[config.mk]
export PLATFORM = sky130hd
export DESIGN_NAME = timed_event_queue
export DESIGN_NICKNAME = d
export VERILOG_FILES = /design/src/rtl/tevq_pkg.sv /design/src/rtl/tevq_table.sv /design/src/rtl/timed_event_queue.sv
export SDC_FILE = /design/constraint.sdc
export NUM_CORES = 2
export LEC_CHECK = 0
export BUFFER_PORTS_ARGS = -buffer_cell sky130_fd_sc_hd__buf_2
export CORE_MARGIN = 8
export CORE_UTILIZATION = 65
export DETAILED_ROUTE_END_ITERATION = 8
export PLACE_DENSITY_LB_ADDON = 0.1
export SETUP_SLACK_MARGIN = 0.4
export SLEW_MARGIN = 20
export SYNTH_ARGS = -nofsm -noshare
export SYNTH_HDL_FRONTEND = slang
export SYNTH_SLANG_ARGS = --single-unit
export TNS_END_PERCENT = 100
[constraint.sdc]
create_clock -name clock -period 14.9 [get_ports clock]
set_input_delay 2.235 -clock clock [delete_from_list [all_inputs] [get_ports clock]]
set_output_delay 2.235 -clock clock [all_outputs]
set_load 0.05 [all_outputs]
[src/rtl/tevq_pkg.sv]
// Shared constants, codes and interface types of the timed event queue.
package tevq_pkg;

   localparam int SLOTS     = 32;
   localparam int TAG_BITS  = 16;
   localparam int SLOT_BITS = (SLOTS > 1) ? $clog2(SLOTS) : 1;
   localparam int TIME_BITS = 64;
   localparam int PORT_TAG_BITS  = 16;
   localparam int STORE_TAG_BITS = (TAG_BITS < PORT_TAG_BITS) ? TAG_BITS : PORT_TAG_BITS;

   localparam logic [1:0] FUNC_SCHEDULE = 2'd0;
   localparam logic [1:0] FUNC_ADVANCE  = 2'd1;
   localparam logic [1:0] FUNC_CLEAR    = 2'd2;

   localparam logic [1:0] STATUS_OK   = 2'd0;
   localparam logic [1:0] STATUS_FULL = 2'd1;
   localparam logic [1:0] STATUS_WRAP = 2'd2;

   typedef struct packed {
      logic [TIME_BITS-1:0]      due;
      logic [STORE_TAG_BITS-1:0] tag;
   } entry_type;

   typedef struct packed {
      logic                 insert;
      logic                 clear;
      logic                 scan_start;
      logic                 release_best;
      logic [TIME_BITS-1:0] limit;
      entry_type            entry;
   } tbl_cmd_type;

   typedef struct packed {
      logic                 full;
      logic                 done;
      logic                 found;
      logic [SLOT_BITS-1:0] best_slot;
      entry_type            best;
   } tbl_stat_type;

endpackage

[src/rtl/tevq_table.sv]
// Event slot table: slot memory, pending bits, free slot search and earliest-due scan.
module tevq_table (
   input  logic                   clock,
   input  logic                   reset,
   input  tevq_pkg::tbl_cmd_type  cmd,
   output tevq_pkg::tbl_stat_type stat
);

   tevq_pkg::entry_type mem [tevq_pkg::SLOTS];

   logic [tevq_pkg::SLOTS-1:0]     pending_ff;
   logic [tevq_pkg::SLOT_BITS-1:0] free_slot;
   logic                           have_free;

   logic                           issuing_ff;
   logic [tevq_pkg::SLOT_BITS-1:0] rd_addr_ff;
   tevq_pkg::entry_type            rd_q_ff;
   logic                           rd_vld_ff;
   logic                           rd_pend_ff;
   logic                           rd_last_ff;
   logic [tevq_pkg::SLOT_BITS-1:0] rd_slot_ff;

   logic                           found_ff;
   logic                           done_ff;
   logic [tevq_pkg::SLOT_BITS-1:0] best_slot_ff;
   tevq_pkg::entry_type            best_ff;
   logic                           better;

   // lowest free slot wins
   always_comb begin
      free_slot = '0;
      have_free = 1'b0;
      for (int i = tevq_pkg::SLOTS - 1; i >= 0; i--) begin
         if (!pending_ff[i]) begin
            free_slot = tevq_pkg::SLOT_BITS'(i);
            have_free = 1'b1;
         end
      end
   end

   // strict compare keeps the lowest slot on equal due times
   assign better = rd_vld_ff && rd_pend_ff && (rd_q_ff.due <= cmd.limit)
                   && (!found_ff || (rd_q_ff.due < best_ff.due));

   always_ff @(posedge clock) begin
      if (cmd.insert && have_free) begin
         mem[free_slot] <= cmd.entry;
      end
      rd_q_ff <= mem[rd_addr_ff];
   end

   always_ff @(posedge clock) begin
      if (reset) begin
         pending_ff <= '0;
         issuing_ff <= 1'b0;
         rd_addr_ff <= '0;
         rd_vld_ff  <= 1'b0;
         rd_last_ff <= 1'b0;
         found_ff   <= 1'b0;
         done_ff    <= 1'b0;
      end else begin
         if (cmd.clear) begin
            pending_ff <= '0;
         end else if (cmd.insert && have_free) begin
            pending_ff[free_slot] <= 1'b1;
         end else if (cmd.release_best) begin
            pending_ff[best_slot_ff] <= 1'b0;
         end

         rd_vld_ff  <= issuing_ff;
         rd_pend_ff <= pending_ff[rd_addr_ff];
         rd_slot_ff <= rd_addr_ff;
         rd_last_ff <= issuing_ff && (rd_addr_ff == tevq_pkg::SLOT_BITS'(tevq_pkg::SLOTS - 1));
         done_ff    <= rd_vld_ff && rd_last_ff;

         if (cmd.scan_start) begin
            issuing_ff <= 1'b1;
            rd_addr_ff <= '0;
            found_ff   <= 1'b0;
         end else begin
            if (issuing_ff) begin
               if (rd_addr_ff == tevq_pkg::SLOT_BITS'(tevq_pkg::SLOTS - 1)) begin
                  issuing_ff <= 1'b0;
                  rd_addr_ff <= '0;
               end else begin
                  rd_addr_ff <= rd_addr_ff + tevq_pkg::SLOT_BITS'(1);
               end
            end
            if (better) begin
               found_ff <= 1'b1;
            end
         end
      end
   end

   always_ff @(posedge clock) begin
      if (better) begin
         best_ff      <= rd_q_ff;
         best_slot_ff <= rd_slot_ff;
      end
   end

   assign stat.full      = !have_free;
   assign stat.done      = done_ff;
   assign stat.found     = found_ff;
   assign stat.best_slot = best_slot_ff;
   assign stat.best      = best_ff;

   a_done_after_issue: assert property (@(posedge clock) disable iff (reset)
      done_ff |-> !issuing_ff && !rd_vld_ff)
      else $error("scan reported done while reads outstanding");

   a_best_pending: assert property (@(posedge clock) disable iff (reset)
      done_ff && found_ff |-> pending_ff[best_slot_ff])
      else $error("earliest event is not pending");

   a_release_found: assert property (@(posedge clock) disable iff (reset)
      cmd.release_best |-> done_ff && found_ff)
      else $error("release without a found event");

   a_insert_sets: assert property (@(posedge clock) disable iff (reset)
      cmd.insert && have_free && !cmd.clear |=> $countones(pending_ff)
                                              == $countones($past(pending_ff)) + 1)
      else $error("insert did not occupy a slot");

endmodule

[src/rtl/timed_event_queue.sv]
// Top level: command handling, current time and result register of the timed event queue.
// Schedule, clear and unused codes: one result in the cycle after the item is accepted.
// Advance: one scan over the slot memory per fired event, plus a final scan that finds
// none; busy holds meanwhile.
// Overflowing advance: one result in the next cycle. The receiver cannot stall.
// Reset (synchronous): time zero, no events pending, block idle; slot memory not cleared.
module timed_event_queue (
   input  logic                                 clock,
   input  logic                                 reset,
   input  logic                                 start,
   output logic                                 busy,
   input  logic [1:0]                           req_func,
   input  logic [tevq_pkg::TIME_BITS-1:0]       req_due_time,
   input  logic [tevq_pkg::PORT_TAG_BITS-1:0]   req_event_tag,
   input  logic [tevq_pkg::TIME_BITS-1:0]       req_delta_ms,
   output logic                                 rsp_valid,
   output logic                                 rsp_fired,
   output logic [tevq_pkg::PORT_TAG_BITS-1:0]   rsp_fired_tag,
   output logic [tevq_pkg::TIME_BITS-1:0]       rsp_fired_time,
   output logic [1:0]                           rsp_status,
   output logic [tevq_pkg::TIME_BITS-1:0]       rsp_current_time,
   output logic                                 rsp_last
);

   typedef enum logic {ST_IDLE, ST_SCAN} state_type;

   state_type                       state_ff;
   logic [tevq_pkg::TIME_BITS-1:0]  now_ff;
   logic [tevq_pkg::TIME_BITS:0]    sum_in;
   logic                            accept;

   logic                            rsp_valid_ff;
   logic                            rsp_fired_ff;
   logic [tevq_pkg::PORT_TAG_BITS-1:0] rsp_tag_ff;
   logic [tevq_pkg::TIME_BITS-1:0]  rsp_time_ff;
   logic [1:0]                      rsp_status_ff;
   logic [tevq_pkg::TIME_BITS-1:0]  rsp_now_ff;
   logic                            rsp_last_ff;

   tevq_pkg::tbl_cmd_type           cmd;
   tevq_pkg::tbl_stat_type          stat;

   assign accept = start && (state_ff == ST_IDLE);
   assign sum_in = {1'b0, now_ff} + {1'b0, req_delta_ms};

   always_comb begin
      cmd              = '0;
      cmd.limit        = now_ff;
      cmd.entry.due    = req_due_time;
      cmd.entry.tag    = req_event_tag[tevq_pkg::STORE_TAG_BITS-1:0];
      cmd.insert       = accept && (req_func == tevq_pkg::FUNC_SCHEDULE);
      cmd.clear        = accept && (req_func == tevq_pkg::FUNC_CLEAR);
      cmd.scan_start   = (accept && (req_func == tevq_pkg::FUNC_ADVANCE)
                          && !sum_in[tevq_pkg::TIME_BITS])
                         || ((state_ff == ST_SCAN) && stat.done && stat.found);
      cmd.release_best = (state_ff == ST_SCAN) && stat.done && stat.found;
   end

   tevq_table u_table (
      .clock (clock),
      .reset (reset),
      .cmd   (cmd),
      .stat  (stat)
   );

   always_ff @(posedge clock) begin
      if (reset) begin
         state_ff     <= ST_IDLE;
         now_ff       <= '0;
         rsp_valid_ff <= 1'b0;
      end else begin
         rsp_valid_ff <= 1'b0;
         case (state_ff)
            ST_IDLE: begin
               if (start) begin
                  rsp_valid_ff  <= 1'b1;
                  rsp_fired_ff  <= 1'b0;
                  rsp_tag_ff    <= '0;
                  rsp_time_ff   <= '0;
                  rsp_status_ff <= tevq_pkg::STATUS_OK;
                  rsp_now_ff    <= now_ff;
                  rsp_last_ff   <= 1'b1;
                  case (req_func)
                     tevq_pkg::FUNC_SCHEDULE: begin
                        if (stat.full) begin
                           rsp_status_ff <= tevq_pkg::STATUS_FULL;
                        end
                     end
                     tevq_pkg::FUNC_ADVANCE: begin
                        if (sum_in[tevq_pkg::TIME_BITS]) begin
                           rsp_status_ff <= tevq_pkg::STATUS_WRAP;
                        end else begin
                           // hold the result until the scans finish
                           rsp_valid_ff <= 1'b0;
                           now_ff       <= sum_in[tevq_pkg::TIME_BITS-1:0];
                           state_ff     <= ST_SCAN;
                        end
                     end
                     tevq_pkg::FUNC_CLEAR: begin
                        now_ff     <= '0;
                        rsp_now_ff <= '0;
                     end
                     default: begin
                     end
                  endcase
               end
            end
            ST_SCAN: begin
               if (stat.done) begin
                  rsp_valid_ff <= 1'b1;
                  rsp_now_ff   <= now_ff;
                  rsp_status_ff <= tevq_pkg::STATUS_OK;
                  if (stat.found) begin
                     rsp_fired_ff <= 1'b1;
                     rsp_tag_ff   <= tevq_pkg::PORT_TAG_BITS'(stat.best.tag);
                     rsp_time_ff  <= stat.best.due;
                     rsp_last_ff  <= 1'b0;
                  end else begin
                     rsp_fired_ff <= 1'b0;
                     rsp_tag_ff   <= '0;
                     rsp_time_ff  <= '0;
                     rsp_last_ff  <= 1'b1;
                     state_ff     <= ST_IDLE;
                  end
               end
            end
            default: begin
               state_ff <= ST_IDLE;
            end
         endcase
      end
   end

   assign busy             = (state_ff != ST_IDLE);
   assign rsp_valid        = rsp_valid_ff;
   assign rsp_fired        = rsp_fired_ff;
   assign rsp_fired_tag    = rsp_tag_ff;
   assign rsp_fired_time   = rsp_time_ff;
   assign rsp_status       = rsp_status_ff;
   assign rsp_current_time = rsp_now_ff;
   assign rsp_last         = rsp_last_ff;

   a_fired_not_last: assert property (@(posedge clock) disable iff (reset)
      rsp_valid && rsp_fired |-> !rsp_last && rsp_status == tevq_pkg::STATUS_OK)
      else $error("fired item marked last or with error status");

   a_fired_due: assert property (@(posedge clock) disable iff (reset)
      rsp_valid && rsp_fired |-> rsp_fired_time <= rsp_current_time)
      else $error("fired event not yet due");

   a_scan_ends: assert property (@(posedge clock) disable iff (reset)
      busy && stat.done && !stat.found |=> !busy && rsp_valid && rsp_last)
      else $error("advance did not close with a status item");

endmodule

# --- After elaboration in Yosys (flattened, before gate mapping) ---
# Memory sizes are Yosys's and may differ from the RTL's. A register that Yosys moved wholly into a read port is not among the register bits.
# Cells that the tools add are included.
word_totals:
  reg_bits: 347
  mem_bits_rw: 2560
  elab_cells: 184
  mem_count: 1
classes:
  add_sub_neg: 2
  n_lt_le_gt_ge: 7
  n_eq_ne: 6
  n_mux: 116
  bitwise_logic: 5
  n_reduce_logical: 26
mem_list:
  columns: ["name", "depth", "width", "rd", "rd_clocked_by_memory_dff", "write_ports", "line", "rtl"]
  rows:
  - ["u_table.mem", 32, 80, 1, 1, 1, "tevq_table.sv:9", "tevq_pkg::entry_type mem [tevq_pkg::SLOTS];"]
op_table:
  columns: ["op", "n"]
  rows:
  - ["2-to-1 mux 64 bit", 7]
  - ["case mux 64 bit (2 select lines)", 3]
  - ["2-to-1 mux 5 bit", 33]
  - ["adder 64 x 64 -> 65 bit", 1]
  - ["less-or-equal comparator 64 bit", 1]
  - ["less-than comparator 64 bit", 1]
  - ["2-to-1 mux 32 bit", 2]
  - ["2-to-1 mux 1 bit", 55]
  - ["2-to-1 mux 16 bit", 3]
  - ["AND 32 bit", 1]
  - ["NOT 32 bit", 1]
  - ["OR 32 bit", 1]
  - ["case mux 16 bit (2 select lines)", 1]
  - ["less-than comparator 5 x 6 -> 1 bit, second input constant", 3]
  - ["logical AND 1 bit", 15]
  - ["demux 1 bit (select 5 bit)", 2]
  - ["greater-or-equal comparator 5 x 1 -> 1 bit, second input constant", 2]
  - ["case mux 1 bit (2 select lines)", 4]
  - ["case mux 2 bit (2 select lines)", 2]
  - ["2-to-1 mux 2 bit", 3]
  - ["adder 5 x 1 -> 5 bit, second input constant", 1]
  - ["binary-select mux 1 bit (select 5 bit)", 1]
  - ["equality test 5 bit, second input constant", 1]
  - ["!= test 2 bit, second input constant", 2]
  - ["11 further kinds", 16]

# --- Depth between registers and ports, before layout ---
depth:
  word_depth: 38
  mapped_depth: 13
  depth_no_buf: 11

# --- By module ---
# Synthesis repeated with hierarchy kept, for this count alone.
unflattened:
  cells_unflattened: 5770
  area_unflattened_um2: 118469.9
by_module_without_submodules:
  columns: ["module", "instances", "cells_per_inst", "area_per_inst_um2", "seq_area_each_um2"]
  rows:
  - ["tevq_table", 1, 4603, 106910.0, 82048.7]
  - ["timed_event_queue", 1, 1167, 11559.8, 5765.5]

# --- Worst setup path after synthesis ---
# No wires, ideal clock.
synth_path:
  kind: "input to register"
  from: "input port reset"
  to: "register rsp_now_ff, in the netlist rsp_current_time[0] (enable)"
  arrival_ps: 9566
  t_required_ps: 14194
  slack_ps: 4628
  stages: 2
  path_cell_list: "clkbuf_1 > a21oi_1"
synth_via:
  elab_chain_cells: 2
synth_lines:
  columns: ["element", "line", "rtl"]
  rows:
  - ["from (decl)", "timed_event_queue.sv:9", "input logic reset,"]
  - ["NOT 1 bit (no source line)", null, null]
  - ["AND reduction 3 bit (no source line)", null, null]
  - ["to (signal assigned)", "timed_event_queue.sv:81", "rsp_now_ff <= now_ff;"]
  - ["to (signal assigned)", "timed_event_queue.sv:111", "rsp_now_ff <= now_ff;"]
  - ["to (decl)", "timed_event_queue.sv:37", "logic [tevq_pkg::TIME_BITS-1:0] rsp_now_ff;"]
# Every way passes these cells.
# A chain may end at the register's enable or synchronous reset.

# --- Worst setup path after layout ---
layout_path:
  from: "input port start"
  to: "memory u_table.mem[24][24] in the netlist's numbering (enable)"
layout_via:
  elab_chain_cells: 5
layout_lines:
  columns: ["element", "line", "rtl"]
  rows:
  - ["from (decl)", "timed_event_queue.sv:10", "input logic start,"]
  - ["logical AND 1 bit", "timed_event_queue.sv:43", "assign accept = start && (state_ff == ST_IDLE);"]
  - ["logical AND 1 bit", "timed_event_queue.sv:51", "cmd.insert = accept && (req_func == tevq_pkg::FUNC_SCHEDULE);"]
  - ["logical AND 1 bit", "tevq_table.sv:46", "if (cmd.insert && have_free) begin"]
  - ["2-to-1 mux 1 bit", "tevq_table.sv:46", null]
  - ["2-to-1 mux 1 bit (not written as such)", "tevq_table.sv:47", "mem[free_slot] <= cmd.entry;"]
  - ["to (decl)", "tevq_table.sv:9", null]
# Every way passes these cells.

==> run summary <==
pin count of the biggest net entering global routing -> 156
clk sinks -> 2,987
Slew HR -> 0.1657
average wire per standard cell -> 34.33 µm
post-synthesis cell count -> 5,703
kind of critical path -> in -> reg
DR vias -> 60,150
Overflow after GRT -> 0
commonest non-fill, non-tap cells in the layout -> 2,799 x edfxtp_1, 810 x mux4_2, 315 x clkbuf_16
DR vias/cell -> 6.881
Syn Area/Cell -> 20.64 µm²
Fin Setup TNS -> 0 ns
Gate power share -> 0.043
vias in the first global route -> 60,670
core area -> 0.1804 mm²
Bufs on Longest Clock Path -> 4
Net Sw Frac -> 0.2065
Root Buffer -> clkbuf_16
crit path DAT -> 6.11 ns
total global-route track usage -> 0.3082
library cells used by synthesis -> 74
global-route wire length before repair -> 429.3 mm
commonest non-fill, non-tap cell in the layout -> edfxtp_1
CTS tree -> built
initial drt markers -> 7,417
outcome -> completed
Rows -> 156
# nets final -> 6,478
Async SR Flop Fraction -> 0
top_reg_cell synth -> edfxtp_1
RSZ-0062 raised after global routing -> false
die span in y -> 441.6 µm
GPL Wtd Cong -> 0.8987
LEAKAGE -> 0.04202 µW
CP required -> 15.44 ns
Mapped Area -> 0.1177 mm²
DRC Markers -> 0
Post-synth EDFFs -> 2,799
# port buffers -> 298
Antenna Nets Post-Route -> 0
Peak Freq -> 0.1794 GHz
clock share of power -> 0.425
clock transition at the registers of the reported paths -> 0.06 ns
dpl hpwl -> 165.8 mm
final hold viol count -> 0
Worst Path Max Fanout -> 41
CP startpoint kind -> input port
Post-CTS Resized -> 0
Max IR drop VDD -> 156.3 µV
full die area -> 0.1950 mm²
area leader, netlist -> edfxtp_1
max-cap violations -> 0
ratio of final minimum period to clock period -> 0.3741
# IOs -> 299
Setup Viol. Count Final -> 0
final core occ -> 0.7311
Pre-Repair DR Iteration Count -> 5
die width -> 441.6 µm
fin. max-slew vios -> 0
CP Capture Type -> flip-flop
Syn Nets -> 6,046
flops & latches, synth -> 2,987
ratio of cells with drive above 1 in the final layout -> 0.2746
H-Tree Depth -> 5
Initial Util -> 0.6528
sequential share of power -> 0.532
Pint -> 13,800 µW
Post-Route WL -> 300.1 mm
switching power -> 3592 µW
yosys warns -> 0
synth top area cells -> edfxtp_1 71%, mux4_2 15%, dfxtp_1 3.2%
post-synth top area share -> 0.7139
Hold WC Path Type -> reg -> reg
sequential fraction of the synthesis area -> 0.7459
shortest period the worst path allows -> 5.574 ns
initial antenna violation count -> 31
fill count -> 10,350
Layout Skew -> 0.03696 ns
hold-fix buffers at CTS -> 0
clk_lat worst skew -> 0.95 ns
Inserted Clock Buffers -> 307
Worst-Margin Slew -> 1.251 ns
post-CTS setup repair buffer count -> 0
P&R area growth vs syn -> 12.00%
Pwr per Cell Area -> 131.9 mW/mm²
-- flip-flops by register name, summed over array words and instances, names as in the netlist, 2 cells and up --
name / count
rsp_fired_time: 64
u_table.rd_addr_ff: 5
u_table.pending_ff: 32
u_table.rd_slot_ff: 5
u_table.best_slot_ff: 5
rsp_current_time: 64
now_ff: 64
rsp_status: 2
u_table.stat: 80
u_table.rd_q_ff: 80
u_table.mem: 2560
rsp_fired_tag: 16
-- layer usage --
layer,GRT usage,wire [µm],part of all wire,up-vias
met4,0.09707,9874,0.033,14
met3,0.06573,30670,0.10,576
met2,0.4921,145000,0.48,3517
met1,0.4371,114500,0.38,31600
met5,0,82,0.00027,-
li1,-,-,-,24440
-- power by group through the flow --
stage / clock network, µW / registers [µW] / logic, µW
3_5_place_dp: 0 / 9440 / 737
4_1_cts: 7470 / 9260 / 744
3_3_place_gp: 0 / 9440 / 723
2_1_floorplan: 0 / 9480 / 410
6_report: 7390 / 9260 / 744
5_1_grt: 7780 / 9260 / 799
-- cells in the mapped netlist (31+ instances only) --
master,instances
a21o_1,58
a21oi_1,155
and3_1,31
buf_1,64
clkbuf_1,177
dfxtp_1,188
edfxtp_1,2799
ha_1,193
inv_1,173
mux2_2,82
mux4_2,810
nand2_1,136
nand4_1,56
nor2_1,251
nor3_1,57
o21ai_0,99
xnor2_1,33
-- critical path: stages --
cell and delay, ns:
buf_2 0.13, nand2b_1 0.17, or3_1 0.45, nor3_1 0.37, nand2_1 0.24, nor4_1 0.56, nor2b_1 0.35, nand2_1 0.21
inv_6 0.53, buf_4 0.81
-- per-stage QoR --
| stage | cell area, µm² | setup slack, ns | hold WS [ns] | cells | total power [µW] |
|---|---|---|---|---|---|
| after CTS | 131800 | 9.382 | 0.4039 | 8726 | 17470 |
| after detailed placement | 122200 | 8.519 | 0.3896 | 8194 | 10180 |
| after global placement | 122200 | 8.617 | 0.3887 | 8194 | 10160 |
| after global routing | 131800 | 9.142 | 0.4064 | 8735 | 17840 |
| after floorplan | 117700 | 4.628 | 0.3855 | 5703 | 9887 |
| final | 131900 | 9.326 | 0.4029 | 8742 | 17400 |
-- kinds of logic (layout without fill, tap and decap cells) --
kind of cell / count (synthesis) / after routing / synth area share
multiplexers: 893 / 893 / 0.1629
AO/OA/AOI/OAI: 495 / 495 / 0.02680
flip-flops: 2987 / 2987 / 0.7459
other: 0 / 14 / 0
AND/OR/NAND/NOR: 645 / 645 / 0.02548
adder cells (fa/ha/maj): 194 / 194 / 0.02068
XOR/XNOR: 58 / 58 / 0.004315
buffers and inverters: 431 / 1086 / 0.01392
-- worst paths after layout --
kind | from | to | slack [ns] | depth (start not counted)
worst max-delay path | start | u_table.mem[24][24] | 9.33 | 10
worst min-delay path | u_table.rd_q_ff[0] | u_table.stat[0] | 0.40 | 0
worst max register to register | u_table.pending_ff[29] | u_table.mem[6][41] | 9.48 | 11
worst min register to register | u_table.rd_q_ff[0] | u_table.stat[0] | 0.40 | 0
-- cell type report --
cell class,count,area [µm²],share of cell area
Timing Repair Buffer,381,2292,0.01738
Clock inverter,142,1266,0.009603
Antenna cell,14,35.03,0.0002657
Multi-Input combinational cell,2285,28450,0.2158
Clock buffer,390,8284,0.06283
Sequential cell,2987,87830,0.6662
Inverter,173,724.4,0.005494
Tap cell,2370,2965,0.02249
(Power assumes the default switching activity.)
